`src/rtl/gsfr_pkg.sv`:
```
// ============================================================================
// gsfr_pkg: shared types and constants of the gamepad serial frame receiver
// Framing bytes, header check values and the result record.
// ============================================================================
package gsfr_pkg;

    localparam int FRAME_BYTES = 8;
    localparam int BUTTON_W    = 20;

    localparam logic [7:0]  SOF_BYTE       = 8'hFD;
    localparam logic [7:0]  TYPE_MASK      = 8'hF0;
    localparam logic [7:0]  TYPE_MARK      = 8'h40;
    localparam logic [15:0] HEADER_MARK    = 16'hFD40;
    localparam logic [15:0] HEADER_MASK    = 16'hFFF0;
    localparam logic [BUTTON_W-1:0] BUTTON_MASK = 20'hFFFFF;
    localparam logic [63:0] FALLBACK_FRAME = 64'hFD40_0000_8080_8080;
    localparam logic [3:0]  FILL_MAX       = 4'd8;
    localparam logic [3:0]  FILL_HEADER    = 4'd2;
    localparam logic [7:0]  ERR_MAX        = 8'hFF;

    typedef struct packed {
        logic [63:0]         raw_frame;
        logic [BUTTON_W-1:0] buttons;
        logic [7:0]          left_x;
        logic [7:0]          left_y;
        logic [7:0]          right_x;
        logic [7:0]          right_y;
        logic [BUTTON_W-1:0] new_presses;
        logic [7:0]          error_tally;
    } frame_result_t;

endpackage

```
`src/rtl/gsfr_byte_if.sv`:
```
// ============================================================================
// gsfr_byte_if: serial byte channel
// valid/ready channel carrying one received byte per transaction.
// ============================================================================
interface gsfr_byte_if;
    logic       valid;
    logic       ready;
    logic [7:0] rx_byte;

    modport source (output valid, output rx_byte, input ready);
    modport sink   (input valid, input rx_byte, output ready);
endinterface

```
`src/rtl/gsfr_frame_if.sv`:
```
// ============================================================================
// gsfr_frame_if: decoded frame channel
// valid/ready channel carrying one completed frame and its unpacked fields.
// ============================================================================
interface gsfr_frame_if;
    logic        valid;
    logic        ready;
    logic [63:0] raw_frame;
    logic [19:0] buttons;
    logic [7:0]  left_x;
    logic [7:0]  left_y;
    logic [7:0]  right_x;
    logic [7:0]  right_y;
    logic [19:0] new_presses;
    logic [7:0]  error_tally;

    modport source (output valid, output raw_frame, output buttons, output left_x,
                    output left_y, output right_x, output right_y,
                    output new_presses, output error_tally, input ready);
    modport sink   (input valid, input raw_frame, input buttons, input left_x,
                    input left_y, input right_x, input right_y,
                    input new_presses, input error_tally, output ready);
endinterface

```
`src/rtl/gsfr_core.sv`:
```
// ============================================================================
// gsfr_core: deframer state and per-byte update
// Holds framing state and the frame store; processes one byte per step_en.
// ============================================================================
module gsfr_core
    import gsfr_pkg::*;
(
    input  logic          clk,
    input  logic          rst_n,
    input  logic          step_en,
    input  logic [7:0]    rx_byte,
    output logic          emit,
    output frame_result_t result
);

    logic                receiving_reg, receiving_next;
    logic                start_seen_reg, start_seen_next;
    logic [3:0]          fill_count_reg, fill_count_next;
    logic [7:0]          frame_store_reg [FRAME_BYTES];
    logic [7:0]          errors_reg, errors_next;
    logic [BUTTON_W-1:0] prior_buttons_reg, prior_buttons_next;
    logic                had_frame_reg, had_frame_next;

    logic                is_sof;
    logic                type_ok;
    logic                hdr_wr;
    logic                wr_en;
    logic                err_inc;
    logic [2:0]          wr_idx;
    logic [63:0]         frame_word;
    logic [63:0]         src_word;
    logic [BUTTON_W-1:0] btn;

    assign is_sof  = (rx_byte == SOF_BYTE);
    assign type_ok = ((rx_byte & TYPE_MASK) == TYPE_MARK);
    // entry 7 - fill_count
    assign wr_idx  = ~fill_count_reg[2:0];

    always_comb
    begin
        for (int k = 0; k < FRAME_BYTES; k++)
        begin
            frame_word[k*8 +: 8] = frame_store_reg[k];
        end
    end

    // header is always good in practice; fallback kept for a malformed store
    assign src_word = ((frame_word[63:48] & HEADER_MASK) == HEADER_MARK)
                      ? frame_word : FALLBACK_FRAME;
    assign btn      = src_word[32 +: BUTTON_W] & BUTTON_MASK;

    always_comb
    begin
        receiving_next     = receiving_reg;
        start_seen_next    = start_seen_reg;
        fill_count_next    = fill_count_reg;
        errors_next        = errors_reg;
        prior_buttons_next = prior_buttons_reg;
        had_frame_next     = had_frame_reg;
        hdr_wr             = 1'b0;
        wr_en              = 1'b0;
        err_inc            = 1'b0;
        emit               = 1'b0;

        if (step_en)
        begin
            if (start_seen_reg)
            begin
                start_seen_next = 1'b0;
                if (type_ok)
                begin
                    errors_next     = '0;
                    hdr_wr          = 1'b1;
                    fill_count_next = FILL_HEADER;
                    receiving_next  = 1'b1;
                end
                else
                begin
                    err_inc         = 1'b1;
                    fill_count_next = '0;
                    receiving_next  = 1'b0;
                end
            end
            else
            begin
                start_seen_next = is_sof;
                if (receiving_reg)
                begin
                    if (!is_sof)
                    begin
                        if (fill_count_reg >= FILL_MAX)
                        begin
                            err_inc        = 1'b1;
                            receiving_next = 1'b0;
                        end
                        else
                        begin
                            wr_en           = 1'b1;
                            fill_count_next = fill_count_reg + 4'd1;
                        end
                    end
                    else
                    begin
                        receiving_next     = 1'b0;
                        emit               = 1'b1;
                        prior_buttons_next = btn;
                        had_frame_next     = 1'b1;
                    end
                end
            end
        end

        if (err_inc && (errors_reg != ERR_MAX))
        begin
            errors_next = errors_reg + 8'd1;
        end
    end

    always_comb
    begin
        result.raw_frame   = frame_word;
        result.buttons     = btn;
        result.left_x      = src_word[7:0];
        result.left_y      = src_word[15:8];
        result.right_x     = src_word[23:16];
        result.right_y     = src_word[31:24];
        result.new_presses = had_frame_reg ? (btn & ~prior_buttons_reg) : '0;
        result.error_tally = errors_reg;
    end

    always_ff @(posedge clk or negedge rst_n)
    begin
        if (!rst_n)
        begin
            receiving_reg     <= 1'b0;
            start_seen_reg    <= 1'b0;
            fill_count_reg    <= '0;
            errors_reg        <= '0;
            prior_buttons_reg <= '0;
            had_frame_reg     <= 1'b0;
            for (int k = 0; k < FRAME_BYTES; k++)
            begin
                frame_store_reg[k] <= '0;
            end
        end
        else
        begin
            receiving_reg     <= receiving_next;
            start_seen_reg    <= start_seen_next;
            fill_count_reg    <= fill_count_next;
            errors_reg        <= errors_next;
            prior_buttons_reg <= prior_buttons_next;
            had_frame_reg     <= had_frame_next;
            if (hdr_wr)
            begin
                frame_store_reg[FRAME_BYTES-1] <= SOF_BYTE;
                frame_store_reg[FRAME_BYTES-2] <= rx_byte;
            end
            else if (wr_en)
            begin
                frame_store_reg[wr_idx] <= rx_byte;
            end
        end
    end

    // good type byte opens a frame with a cleared error count
    a_hdr_open: assert property (@(posedge clk) disable iff (!rst_n)
        step_en && start_seen_reg && type_ok
        |=> receiving_reg && (fill_count_reg == FILL_HEADER) && (errors_reg == '0))
        else $error("header did not open frame");

    a_sof_top: assert property (@(posedge clk) disable iff (!rst_n)
        receiving_reg |-> (frame_store_reg[FRAME_BYTES-1] == SOF_BYTE))
        else $error("open frame without start byte on top");

    a_fill_range: assert property (@(posedge clk) disable iff (!rst_n)
        receiving_reg |-> (fill_count_reg >= FILL_HEADER) && (fill_count_reg <= FILL_MAX))
        else $error("fill count out of range while receiving");

    a_emit_closes: assert property (@(posedge clk) disable iff (!rst_n)
        emit |=> !receiving_reg && start_seen_reg && had_frame_reg)
        else $error("frame close did not rearm start search");

endmodule

```
`src/rtl/gamepad_serial_frame_receiver.sv`:
```
// ============================================================================
// gamepad_serial_frame_receiver: start-of-frame byte deframer
// Byte register, deframer core and a one-entry result register.
// ============================================================================
// Takes one serial byte per transaction on rx and returns one transaction on
// frame for every completed frame. A frame is 0xFD, a type byte with high
// nibble 4, then up to six payload bytes; the next 0xFD closes it and opens
// the next frame. The frame word has 0xFD in byte 7, the type in byte 6 and
// payload from byte 5 down; bytes a short frame did not write keep their
// earlier contents. Bad type bytes and a ninth frame byte count as errors
// (saturating at 255); a good type byte clears the count. new_presses gives
// the buttons that rose since the previous emitted frame, zero for the first.
// Rate: one byte per clock, sustained, as long as frame transactions are
// taken. A closing start byte waits in the byte register; its frame then
// waits in the result register. A result that is not taken holds the byte
// register, which in turn drops rx.ready once it is full.
// ============================================================================
module gamepad_serial_frame_receiver
    import gsfr_pkg::*;
(
    input  logic         clk,
    input  logic         rst_n,
    gsfr_byte_if.sink    rx,
    gsfr_frame_if.source frame
);

    logic          s1_valid_reg;
    logic [7:0]    s1_byte_reg;
    logic          out_valid_reg;
    frame_result_t out_result_reg;

    logic          advance;
    logic          emit;
    frame_result_t core_result;

    // byte moves into the core when the result slot is free or draining
    assign advance  = s1_valid_reg && (!out_valid_reg || frame.ready);
    assign rx.ready = !s1_valid_reg || advance;

    gsfr_core u_core (
        .clk     (clk),
        .rst_n   (rst_n),
        .step_en (advance),
        .rx_byte (s1_byte_reg),
        .emit    (emit),
        .result  (core_result)
    );

    always_ff @(posedge clk or negedge rst_n)
    begin
        if (!rst_n)
        begin
            s1_valid_reg  <= 1'b0;
            out_valid_reg <= 1'b0;
        end
        else
        begin
            if (rx.ready)
            begin
                s1_valid_reg <= rx.valid;
            end
            if (!out_valid_reg || frame.ready)
            begin
                out_valid_reg <= emit;
            end
        end
    end

    // payload registers, no reset needed
    always_ff @(posedge clk)
    begin
        if (rx.valid && rx.ready)
        begin
            s1_byte_reg <= rx.rx_byte;
        end
        if (emit)
        begin
            out_result_reg <= core_result;
        end
    end

    assign frame.valid       = out_valid_reg;
    assign frame.raw_frame   = out_result_reg.raw_frame;
    assign frame.buttons     = out_result_reg.buttons;
    assign frame.left_x      = out_result_reg.left_x;
    assign frame.left_y      = out_result_reg.left_y;
    assign frame.right_x     = out_result_reg.right_x;
    assign frame.right_y     = out_result_reg.right_y;
    assign frame.new_presses = out_result_reg.new_presses;
    assign frame.error_tally = out_result_reg.error_tally;

    // an accepted byte always lands in the byte register
    a_byte_lands: assert property (@(posedge clk) disable iff (!rst_n)
        rx.valid && rx.ready |=> s1_valid_reg)
        else $error("accepted byte lost");

    // a stalled byte stays put
    a_byte_holds: assert property (@(posedge clk) disable iff (!rst_n)
        s1_valid_reg && !advance |=> s1_valid_reg && $stable(s1_byte_reg))
        else $error("stalled byte changed");

    // a new result never overwrites one still waiting
    a_no_overwrite: assert property (@(posedge clk) disable iff (!rst_n)
        emit |-> !out_valid_reg || frame.ready)
        else $error("result overwritten");

endmodule

```
`src/flat_wrapper.sv`:
```
// flat-port wrapper written by rule: the top's interface ports become plain ports
module gamepad_serial_frame_receiver_flat import gsfr_pkg::*;
  (clk, rst_n, rx_valid, rx_rx_byte, rx_ready, frame_valid, frame_raw_frame, frame_buttons, frame_left_x, frame_left_y, frame_right_x, frame_right_y, frame_new_presses, frame_error_tally, frame_ready);
  gsfr_byte_if rx_i ();
  gsfr_frame_if frame_i ();
  input  logic clk;
  input  logic rst_n;
  input wire logic [$bits(rx_i.valid)-1:0] rx_valid;
  input wire logic [$bits(rx_i.rx_byte)-1:0] rx_rx_byte;
  output wire logic [$bits(rx_i.ready)-1:0] rx_ready;
  output wire logic [$bits(frame_i.valid)-1:0] frame_valid;
  output wire logic [$bits(frame_i.raw_frame)-1:0] frame_raw_frame;
  output wire logic [$bits(frame_i.buttons)-1:0] frame_buttons;
  output wire logic [$bits(frame_i.left_x)-1:0] frame_left_x;
  output wire logic [$bits(frame_i.left_y)-1:0] frame_left_y;
  output wire logic [$bits(frame_i.right_x)-1:0] frame_right_x;
  output wire logic [$bits(frame_i.right_y)-1:0] frame_right_y;
  output wire logic [$bits(frame_i.new_presses)-1:0] frame_new_presses;
  output wire logic [$bits(frame_i.error_tally)-1:0] frame_error_tally;
  input wire logic [$bits(frame_i.ready)-1:0] frame_ready;
  assign rx_i.valid = rx_valid;
  assign rx_i.rx_byte = rx_rx_byte;
  assign rx_ready = rx_i.ready;
  assign frame_valid = frame_i.valid;
  assign frame_raw_frame = frame_i.raw_frame;
  assign frame_buttons = frame_i.buttons;
  assign frame_left_x = frame_i.left_x;
  assign frame_left_y = frame_i.left_y;
  assign frame_right_x = frame_i.right_x;
  assign frame_right_y = frame_i.right_y;
  assign frame_new_presses = frame_i.new_presses;
  assign frame_error_tally = frame_i.error_tally;
  assign frame_i.ready = frame_ready;
  gamepad_serial_frame_receiver u_core (.clk(clk), .rst_n(rst_n), .rx(rx_i), .frame(frame_i));
endmodule
```
`config.mk`:
```
export PLATFORM = sky130hd
export DESIGN_NAME = gamepad_serial_frame_receiver_flat
export DESIGN_NICKNAME = d
export VERILOG_FILES = /design/src/rtl/gsfr_pkg.sv /design/src/rtl/gsfr_byte_if.sv /design/src/rtl/gsfr_frame_if.sv /design/src/rtl/gsfr_core.sv /design/src/rtl/gamepad_serial_frame_receiver.sv /design/src/flat_wrapper.sv
export SDC_FILE = /design/constraint.sdc
export NUM_CORES = 1
export LEC_CHECK = 0
export BUFFER_PORTS_ARGS = -buffer_cell sky130_fd_sc_hd__buf_4
export CORE_ASPECT_RATIO = 0.75
export CORE_UTILIZATION = 35
export CTS_CLUSTER_SIZE = 10
export DETAILED_ROUTE_END_ITERATION = 6
export HOLD_SLACK_MARGIN = 0.1
export PLACE_DENSITY_LB_ADDON = 0.12
export REMOVE_ABC_BUFFERS = 1
export SYNTH_ARGS = -nofsm -noshare
export SYNTH_HDL_FRONTEND = slang
export SYNTH_SLANG_ARGS = --single-unit
```
`constraint.sdc`:
```
create_clock -name clk -period 6.5 [get_ports clk]
set_input_delay 0.975 -clock clk [delete_from_list [all_inputs] [get_ports clk]]
set_output_delay 0.975 -clock clk [all_outputs]
set_load 0.02 [all_outputs]
```
; Word-level counts from Yosys, hierarchy flattened
; Index checks and enable logic that the tools add are counted.
[word_totals]
regBits = 253
input_bits = 12
elab_cells = 94
[classes]
addsub = 2
n_lt_le_gt_ge = 3
eq_ne = 6
muxes = 35
bitwise_logic = 6
reduce_logical = 17
[ops]
columns = op, n
row1 = bitwise mux 64 bit, 1
row2 = 2-to-1 mux 52 bit, 1
row3 = 2-to-1 mux 8 bit, 5
row4 = 2-to-1 mux 16 bit, 2
row5 = demux 8 bit (select 3 bit), 1
row6 = bitwise AND 20 bit, 1
row7 = 2-to-1 mux 1 bit, 20
row8 = inverter 20 bit, 1
row9 = 2-to-1 mux 4 bit, 4
row10 = "== test 12 bit, second input constant", 1
row11 = nonzero test 2 bit, 5
row12 = "adder 8 x 1 -> 8 bit, second input constant", 1
row13 = "== test 8 bit, second input constant", 1
row14 = "greater-or-equal comparator 4 bit, second input constant", 2
row15 = "!= test 8 bit, second input constant", 1
row16 = AND reduction 4 bit, 2
row17 = "adder 4 x 1 -> 4 bit, second input constant", 1
row18 = "== test 4 x 3 -> 1 bit, second input constant", 1
row19 = logical AND 1 bit, 4
row20 = "< comparator 4 x 1 -> 1 bit, second input constant", 1
row21 = "!= test 2 bit, second input constant", 2
row22 = inverter 3 -> 4 bit, 1
row23 = inverter 3 bit, 1
row24 = AND reduction 3 bit, 1
row25 = 5 further kinds, 8

; Depth between registers and ports, before layout
; Gate-level depths: netlist (run 1).
[logic_depth]
depth_word = 9
depth_mapped = 7
mapped_depth_nobuf = 5

; Modules after synthesis
; A second synthesis (run 1) with hierarchy kept.
[hier_totals]
hier_cells = 560
hier_area_um2 = 9454.1
[by_module_without_submodules]
columns = mod, n_inst, cells_each, area_each_um2
row1 = gsfr_core, 1, 400, 4785.8
row2 = gamepad_serial_frame_receiver, 1, 160, 4668.2

; Worst setup path after synthesis (run 1)
; No wires, ideal clock.
[synth_path]
path_kind = input-to-reg
from = in frame_ready
to = reg u_core.u_core.prior_buttons_reg[11]
setup_ps = 125
arrival_ps = 2892
t_required_ps = 6375
slack_ps = 3484
path_stages = 7
path_cell_list = nand2b_1 clkbuf_1 nand4_1 or2_1 inv_2 buf_6 mux2_2
[synth_via]
elab_chain_len = 3
[synth_lines]
columns = item, line
row1 = from (decl), flat_wrapper.sv:20  ; input wire logic [$bits(frame_i.ready)-1:0] frame_ready;
row2 = logical OR 1 bit, gamepad_serial_frame_receiver.sv:37  ; assign advance = s1_valid_reg && (!out_valid_reg || frame.ready);
row3 = logical AND 1 bit, gamepad_serial_frame_receiver.sv:37
row4 = AND reduction 4 bit (no line), -
row5 = to (signal assigned), gsfr_core.sv:152  ; prior_buttons_reg <= prior_buttons_next;
row6 = to (decl), gsfr_core.sv:21  ; logic [BUTTON_W-1:0] prior_buttons_reg, prior_buttons_next;
; No other way between the ends.
; A chain may end at the register's enable or synchronous reset.

; Final worst setup path (run 1)
[layout_path]
from = reg u_core.s1_byte_reg[7]
to = reg u_core.out_result_reg, in the netlist u_core.frame.error_tally[7], enable pin
[layout_via]
elab_chain_len = 5
[layout_lines]
columns = item, line
row1 = from (decl), gamepad_serial_frame_receiver.sv:28  ; logic [7:0] s1_byte_reg;
row2 = from (signal assigned), gamepad_serial_frame_receiver.sv:74  ; s1_byte_reg <= rx.rx_byte;
row3 = == test 8 bit, gsfr_core.sv:34  ; assign is_sof = (rx_byte == SOF_BYTE);
row4 = 2-to-1 mux 1 bit, gsfr_core.sv:89  ; if (!is_sof)
row5 = 2-to-1 mux 1 bit, gsfr_core.sv:87  ; if (receiving_reg)
row6 = 2-to-1 mux 1 bit, gsfr_core.sv:67  ; if (start_seen_reg)
row7 = 2-to-1 mux 1 bit, gsfr_core.sv:65  ; if (step_en)
row8 = to (signal assigned), gamepad_serial_frame_receiver.sv:78  ; out_result_reg <= core_result;
row9 = to (decl), gamepad_serial_frame_receiver.sv:30  ; frame_result_t out_result_reg;
; No other way between the ends.

==> impl_metrics.json, run 1 <==
{
  "drc": 30,
  "clock_latency_ns": 0.53,
  "worstHoldPathType": "input port to async pin",
  "tns_ns": 0,
  "die_area_mm2": 0.0280,
  "p_seq_share_pct": 54.0,
  "crit_chain": "nand4_1 -> or2_0 -> or2_1 -> inv_6 -> buf_4",
  "critPathMaxStageDelay_ns": 0.70,
  "synth_area_per_cell_um2": 17.4,
  "synthToLayoutAreaGrowth_pct": 24.9,
  "place_area_mm2": 0.0111,
  "leakage_nw": 4.66,
  "fin_crit_ns": 3.47,
  "startpoint_type": "register",
  "die_h_um": 145,
  "cts_buffer_depth": 3,
  "drive_gt1_share_pct": 42.0,
  "p_switching_mw": 1.02,
  "dp_hpwl_um": 13800,
  "port-buffer-count": 157,
  "maxSlewHeadroom_pct": 29.4,
  "required_ns": 6.66,
  "drv_slew": 0,
  "antenna_found_initial": 0,
  "placed_cells": 1044,
  "tritoncts": "done",
  "cts_hold_buf": 0,
  "synthArstFlopShare_pct": 39.9,
  "critPathCaptureType": "register",
  "utilization_pct": 44.4,
  "synth_cell_type_count": 61,
  "critPathKind": "register to register",
  "status": "complete, but fails checks",
  "grt_max_degree": 117,
  "grt_use_total_pct": 15.2,
  "layout_common_cells": "buf_4 (161), edfxtp_1 (152), dfrtp_1 (101), mux2_2 (77), and2_1 (42)",
  "drt-initial-drc-count": 304,
  "power.total_mw": 4.05,
  "instances_no_fill": 1098,
  "final_nets": 739,
  "grt-ovfl-total": 0,
  "synth_area_mm2": 0.00957,
  "io_pins": 158,
  "start_util_pct": 35.5,
  "finalWeightedCongestion": 0.826,
  "pre_cts_slack_ns": 2.85,
  "rows": 52,
  "power_density_mw_per_mm2": 339,
  "setup_viol": 0,
  "ys_seq_area_share_pct": 74.1,
  "combPwrFrac_pct": 10.1,
  "die_x_um": 193,
  "core_mm2": 0.0269,
  "intPower_mw": 3.03,
  "p_sw_share_pct": 25.1,
  "critPathSlowestCell": "inv_6",
  "postLayoutCellArea_mm2": 0.0120,
  "vias_per_cell": 4.79,
  "layout_setup_ws_ns": 3.03,
  "post-route-period-util_pct": 53.4,
  "cts_setup_buffers": 0,
  "synth_warnings": 0,
  "htree_num_levels": 1,
  "root_buffer": "clkbuf_16",
  "worst_ir_drop_vdd_v": 0.000241,
  "clock.fmax_mhz": 288,
  "ant_nets": 0,
  "synthCells": 550,
  "rsz0062_at_grt": "no",
  "finClkSkew_ns": 0.0118,
  "dr.pass1.iters": 7,
  "grt_pass1_vias": 5353,
  "timing.hold.ws_ns": 0.321,
  "layout_commonest_cell": "buf_4",
  "vias": 5264,
  "antennaDiodeCount": 0,
  "cts.clk_slew.worst_paths_ns": 0.06,
  "tightestPinTransition_ns": 1.06,
  "synth_edf_count": 152,
  "violations": "design-rule violations",
  "ys.flop_type": "edfxtp_1",
  "cts_resized": 0,
  "critPathMaxFanout": 116,
  "drv_cap": 0,
  "wl_per_cell_um": 19.2,
  "crit_arrival_ns": 3.63,
  "cts_buffers": 29,
  "wirelength_um": 21100,
  "clkPwrFrac_pct": 35.9,
  "fill_cells": 2426,
  "ys_ff_latch": 253,
  "clock_sinks": 253,
  "grt_first_pass_wirelength_um": 32500,
  "hold_violations": 0
}
==> per-layer routing <==
layer | track usage, % | wire length (um) | up-vias
met5 | 0 | 0 | -
met2 | 21.8 | 8940 | 194
met3 | 3.82 | 1580 | 29
li1 | - | - | 2407
met1 | 22.9 | 10100 | 2634
met4 | 3.79 | 387 | 0
==> kinds of logic after synthesis <==
group | count (synthesis) | synth area share (%)
mux | 88 | 10.2
buf+inv | 33 | 1.75
simple gates | 137 | 10.4
flops | 253 | 74.1
compound gates | 36 | 3.06
fa+ha+maj | 3 | 0.392
==> cell usage after synthesis (5+ instances only) <==
library cell,count,area [um2]
edfxtp_1,152,4560
dfrtp_1,101,2530
mux2_2,77,867
and2_1,42,263
nor3b_2,20,250
inv_1,13,48.8
nor2_1,12,45.0
mux2i_1,11,110
nand2_1,10,37.5
nand4_1,9,56.3
and2_2,7,52.6
clkbuf_1,7,26.3
buf_6,5,56.3
nand2b_1,5,31.3
o211ai_1,5,37.5
==> worst paths after layout <==
check / from / endpoint / slack [ns] / cells past startpoint
max: u_core.s1_byte_reg[7] / u_core.frame.error_tally[7] / 3.03 / 5
min: rst_n / u_core.u_core.prior_buttons_reg[18] / 0.32 / 1
max reg2reg: u_core.s1_byte_reg[7] / u_core.frame.error_tally[7] / 3.03 / 5
min reg2reg: u_core.u_core.result[106] / u_core.frame.raw_frame[26] / 0.47 / 0
max in group asynchronous: rst_n / u_core.u_core.errors_reg[5] / 4.81 / 2
min in group clk: u_core.u_core.result[106] / u_core.frame.raw_frame[26] / 0.47 / 0
==> power by group through the flow <==
stage | Sequential, mW | Combinational (mW) | Clock [mW]
CTS | 2.20 | 0.416 | 1.50
finish | 2.19 | 0.407 | 1.46
detailed placement | 2.22 | 0.413 | 0
floorplan | 2.10 | 0.322 | 0
global placement | 2.22 | 0.399 | 0
global route | 2.22 | 0.455 | 1.56
==> critical path: cells and delay by family (launching register included) <==
| kind | cells | cell delay (ns) |
|---|---|---|
| buffers and inverters | 2 | 1.35 |
| flip-flops | 1 | 0.66 |
| AND/OR/NAND/NOR | 3 | 0.97 |
==> final cells by class <==
| class | count | area, um2 | area share [%] |
|---|---|---|---|
| Sequential cell | 253 | 7090 | 59.3 |
| Multi-Input combinational cell | 264 | 2310 | 19.3 |
| Timing Repair Buffer | 161 | 1210 | 10.1 |
| Clock buffer | 53 | 836 | 6.99 |
| Tap cell | 351 | 439 | 3.67 |
| Inverter | 15 | 61.3 | 0.513 |
| Clock inverter | 1 | 8.76 | 0.0733 |
Note: power is estimated with default switching activity, not from simulation.
==> run 2: changes to the inputs <==
Clock period 6.5 ns to 3 ns, I/O delays scaled along.
==> run 2 against run 1 <==
Compared with the run above: fmax grew 55%; wire length grew 0.95%; setup slack lost 2.3 ns; global-route usage grew 0.38 points; critical path depth grew 1; non-clock buffer count grew 24; register-to-register slack lost 2.3 ns; cell count grew 2.2%; the run still ends with design-rule violations left.
==> impl_metrics.json, run 2 (synthesis gave the netlist of run 1 again) <==
{
  "status": "complete, but fails checks",
  "violations": "design-rule violations",
  "dr.pass1.iters": 7,
  "ant_nets": 0,
  "grt_first_pass_wirelength_um": 33400,
  "drt-initial-drc-count": 265,
  "synthToLayoutAreaGrowth_pct": 27.5,
  "grt_use_total_pct": 15.6,
  "timing.hold.ws_ns": 0.308,
  "core_mm2": 0.0269,
  "layout_common_cells": "buf_4 (172), edfxtp_1 (152), dfrtp_1 (101), mux2_2 (77), and2_1 (42)",
  "antennaDiodeCount": 0,
  "antenna_found_initial": 0,
  "clock.fmax_mhz": 445,
  "clock_sinks": 253,
  "r2r-end": "u_core.u_core.prior_buttons_reg[16]",
  "dp_hpwl_um": 13900,
  "grt_max_degree": 54,
  "start_util_pct": 35.5,
  "worstHoldPathType": "input port to register",
  "finalWeightedCongestion": 0.781,
  "drv_cap": 0,
  "port-buffer-count": 157,
  "cts.clk_slew.worst_paths_ns": 0.06,
  "hold_violations": 0,
  "root_buffer": "clkbuf_16",
  "setup_viol": 0,
  "tritoncts": "done",
  "grt-ovfl-total": 0,
  "cts_setup_buffers": 0,
  "rsz0062_at_grt": "no",
  "critPathCaptureType": "register",
  "cts_buffer_depth": 3,
  "drc": 15,
  "power_density_mw_per_mm2": 719,
  "critPathMaxFanout": 37,
  "die_area_mm2": 0.0280,
  "worstHoldPathCells": 4,
  "regToRegStartpoint": "u_core.s1_byte_reg[7]",
  "rr_worst_depth": 6,
  "clock_latency_ns": 0.53,
  "grt_pass1_vias": 5522,
  "rows": 52,
  "wl_met3_um": 1270,
  "htree_num_levels": 1,
  "worst_ir_drop_vdd_v": 0.000504,
  "utilization_pct": 45.3,
  "post-route-period-util_pct": 74.9,
  "drv_slew": 0,
  "maxSlewHeadroom_pct": 48.5,
  "die_x_um": 193,
  "layout_setup_ws_ns": 0.754,
  "drive_gt1_share_pct": 42.5,
  "required_ns": 3.41,
  "critPathKind": "register to register",
  "vias_per_cell": 4.74,
  "regToRegSetupSlack_ns": 0.75,
  "cts_buffers": 29,
  "worstHoldStart": "frame_ready",
  "placed_cells": 1058,
  "leakage_nw": 4.79,
  "wl_per_cell_um": 18.9,
  "highest_layer": "met4",
  "io_pins": 158,
  "vias": 5318,
  "hold_end": "u_core.s1_valid_reg",
  "final_nets": 763,
  "wl_met1_um": 10300,
  "finClkSkew_ns": 0.0103,
  "startpoint_type": "register",
  "wirelength_um": 21300,
  "die_h_um": 145,
  "tightestPinTransition_ns": 0.773,
  "layout_commonest_cell": "buf_4",
  "instances_no_fill": 1122,
  "pre_cts_slack_ns": 0.716,
  "wl_met2_um": 9300,
  "fin_crit_ns": 2.25,
  "crit_arrival_ns": 2.66
}
[run 2: routing by layer]
metal  vias up  track usage, %
met3        27            3.31
met4         0            3.01
met2       149            22.9
met1      2690            23.7
li1       2452               -
met5         -               0
[run 2: worst max-delay path by stage]
stage	from	endpoint	slack (ns)	depth (start not counted)
after floorplan	u_core.s1_byte_reg[4]	u_core.u_core.prior_buttons_reg[0]	-0.55	5
after global placement	frame_ready	u_core.u_core.prior_buttons_reg[12]	0.78	7
after detailed placement	frame_ready	u_core.u_core.prior_buttons_reg[19]	0.72	7
after CTS	u_core.s1_byte_reg[7]	u_core.u_core.prior_buttons_reg[13]	0.73	6
after global routing	u_core.s1_byte_reg[7]	u_core.u_core.prior_buttons_reg[5]	0.60	6
final	u_core.s1_byte_reg[7]	u_core.u_core.prior_buttons_reg[16]	0.75	6
[run 2: critical path, stage by stage, from the launching register on]
cell and delay (ns):
edfxtp_1 0.35, nand4_1 0.23, or2_0 0.32, or2_1 0.32, inv_6 0.26, buf_12 0.27, mux2_2 0.36
[run 2: cell type report]
type	instances	area, um2
fillers	2428	14700
flip-flops and latches	253	7090
clock buffers	53	836
well taps	351	439
multi-input cells	264	2310
repair buffers	185	1450
inverters	15	61.3
clock inverters	1	8.76
[run 2: through the flow]
| stage | power (mW) | setup TNS [ns] | instance area [um2] |
|---|---|---|---|
| after floorplan | 5.24 | -69.29 | 9450 |
| after global placement | 5.65 | 0 | 11200 |
| after detailed placement | 5.69 | 0 | 11200 |
| after CTS | 8.89 | 0 | 12200 |
| after global routing | 9.19 | 0 | 12200 |
| final | 8.77 | 0 | 12200 |
[run 2: timing repair]
item                                   in CTS  in global routing
endpoints found under the hold margin      61                  0
setup endpoints to repair                   0                  0
gates resized for setup                     0                  0
hold buffers                               10                  0
[run 2: where the power goes]
part	leakage, nW	internal, mW	switching, mW	total, mW
clock	0.402	1.86	1.30	3.15
combinational	1.78	0.513	0.433	0.946
sequential	2.60	4.23	0.442	4.67
==> run 3: changes to the inputs <==
Clock period 3 ns to 2.3 ns, I/O delays scaled along.
==> run 3 against run 2 <==
Compared with the run above: the run still ends with design-rule violations left; register-to-register slack worse by 0.53 ns; total power increased by 30%; global-route usage fell by 0.16 points; clock skew grew 0.0059 ns; critical path depth decreased by 2; die area unchanged; non-clock buffer count rose by 17; core utilization increased by 0.60 points; wire length rose by 0.76%; sequential power up 30%; clock-buffer cell count decreased by 1; critical path type unchanged; largest cell class unchanged.
==> impl_metrics.json, run 3 (synthesis gave the netlist of run 1 again) <==
{
  "rr_worst_depth": 4,
  "drive_gt1_share_pct": 43.7,
  "wirelength_um": 21400,
  "p_switching_mw": 2.82,
  "drt-initial-drc-count": 321,
  "dp_hpwl_um": 14400,
  "place_area_mm2": 0.0114,
  "crit_arrival_ns": 2.44,
  "wl_per_cell_um": 18.8,
  "vias_per_cell": 4.76,
  "layout_common_cells": "buf_4 (185), edfxtp_1 (152), dfrtp_1 (101), mux2_2 (77), and2_1 (42)",
  "tns_ns": 0,
  "cts.clk_slew.worst_paths_ns": 0.06,
  "grt-ovfl-total": 0,
  "clock_latency_ns": 0.54,
  "tightestPinTransition_ns": 0.544,
  "cts_buffers": 29,
  "dr.pass1.iters": 7,
  "required_ns": 2.67,
  "synthToLayoutAreaGrowth_pct": 29.2,
  "grt_use_total_pct": 15.4,
  "regToRegSetupSlack_ns": 0.23,
  "root_buffer": "clkbuf_16",
  "io_pins": 158,
  "finalWeightedCongestion": 0.797,
  "htree_num_levels": 1,
  "ant_nets": 0,
  "setup_viol": 0,
  "worst_ir_drop_vdd_v": 0.000572,
  "port-buffer-count": 157,
  "utilization_pct": 45.9,
  "postLayoutCellArea_mm2": 0.0124,
  "status": "complete, but fails checks",
  "clkPwrFrac_pct": 35.4,
  "die_x_um": 193,
  "finClkSkew_ns": 0.0162,
  "combPwrFrac_pct": 11.5,
  "fin_crit_ns": 2.07,
  "cts_hold_buf": 10,
  "worstHoldStart": "frame_ready",
  "grt_pass1_vias": 5565,
  "power_density_mw_per_mm2": 923,
  "critPathCaptureType": "register",
  "worstHoldPathType": "input port to register",
  "hold_end": "u_core.s1_valid_reg",
  "clock_sinks": 253,
  "grt_max_degree": 46,
  "final_nets": 780,
  "critPathKind": "register to register",
  "maxSlewHeadroom_pct": 63.6,
  "vias": 5428,
  "core_mm2": 0.0269,
  "tritoncts": "done",
  "rows": 52,
  "layout_commonest_cell": "buf_4",
  "cts_resized": 0,
  "p_seq_share_pct": 53.1,
  "hold_violations": 0,
  "cts_buffer_depth": 3,
  "startpoint_type": "register",
  "p_sw_share_pct": 24.7,
  "drv_slew": 0,
  "drv_cap": 0,
  "r2r-end": "u_core.frame.new_presses[4]",
  "clock.fmax_mhz": 483,
  "regToRegStartpoint": "u_core.u_core.result[132]",
  "antenna_found_initial": 1,
  "worstHoldPathCells": 4,
  "die_h_um": 145,
  "cts_setup_buffers": 0,
  "critPathMaxFanout": 20,
  "post-route-period-util_pct": 90.1,
  "rsz0062_at_grt": "no",
  "start_util_pct": 35.5,
  "drc": 30,
  "intPower_mw": 8.58,
  "violations": "design-rule violations",
  "leakage_nw": 4.87,
  "die_area_mm2": 0.0280,
  "grt_first_pass_wirelength_um": 32900
}
-- run 3: changes by cell type in the layout (fill, tap and decap cells not counted) --
cell      change
clkbuf_1      +1
clkbuf_8      -2
diode_2       +1
buf_12        +4
clkinv_2      +1
buf_4        +13
-- run 3: cell type report --
| cell class | count | area [um2] |
|---|---|---|
| Timing Repair Buffer | 202 | 1630 |
| Tap cell | 351 | 439 |
| Sequential cell | 253 | 7090 |
| Multi-Input combinational cell | 264 | 2310 |
| Clock buffer | 52 | 812 |
| Inverter | 15 | 61.3 |
| Antenna cell | 1 | 2.50 |
| Fill cell | 2393 | 14600 |
| Clock inverter | 2 | 13.8 |
-- run 3: worst max-delay path: stages, from the launching register on --
cell     delay (ns)
dfrtp_1        0.42
or4b_4         0.54
nor3_4         0.34
nand2_4        0.32
nor3b_2        0.28
-- run 3: worst max path at each step --
stage	startpoint	endpoint	slack, ns	cells past startpoint
detailed placement	u_core.u_core.result[133]	u_core.frame.new_presses[4]	0.24	4
global route	u_core.u_core.result[132]	u_core.frame.new_presses[4]	0.13	4
finish	u_core.u_core.result[132]	u_core.frame.new_presses[4]	0.23	4
CTS	u_core.u_core.result[132]	u_core.frame.new_presses[4]	0.20	4
global placement	u_core.u_core.result[132]	u_core.frame.new_presses[1]	0.29	4
floorplan	u_core.s1_byte_reg[4]	u_core.u_core.prior_buttons_reg[0]	-1.25	5
-- run 3: power by group through the flow --
stage / clock [mW] / combinational, mW / sequential, mW
detailed placement: 0 / 1.31 / 6.14
CTS: 4.16 / 1.34 / 6.07
floorplan: 0 / 0.911 / 5.92
finish: 4.03 / 1.31 / 6.06
global placement: 0 / 1.26 / 6.13
global route: 4.35 / 1.44 / 6.15
-- run 3: routing by layer --
layer  GRT usage [%]  vias to the layer above  part of all wire (%)
li1                -                     2488                     -
met1            22.8                     2734                    47
met2            23.0                      170                    44
met3            3.19                       36                   6.4
met4            3.91                        0                   1.9
met5               0                        -                     0
-- run 3: metrics by stage --
step / instances / power (mW) / hold slack [ns] / setup slack, ns
global route: 1140 / 11.9 / 0.242 / 0.131
CTS: 1139 / 11.6 / 0.184 / 0.198
global placement: 1075 / 7.39 / 0.350 / 0.294
floorplan: 532 / 6.84 / 0.0494 / -1.25
finish: 1140 / 11.4 / 0.201 / 0.228
detailed placement: 1075 / 7.46 / 0.353 / 0.239
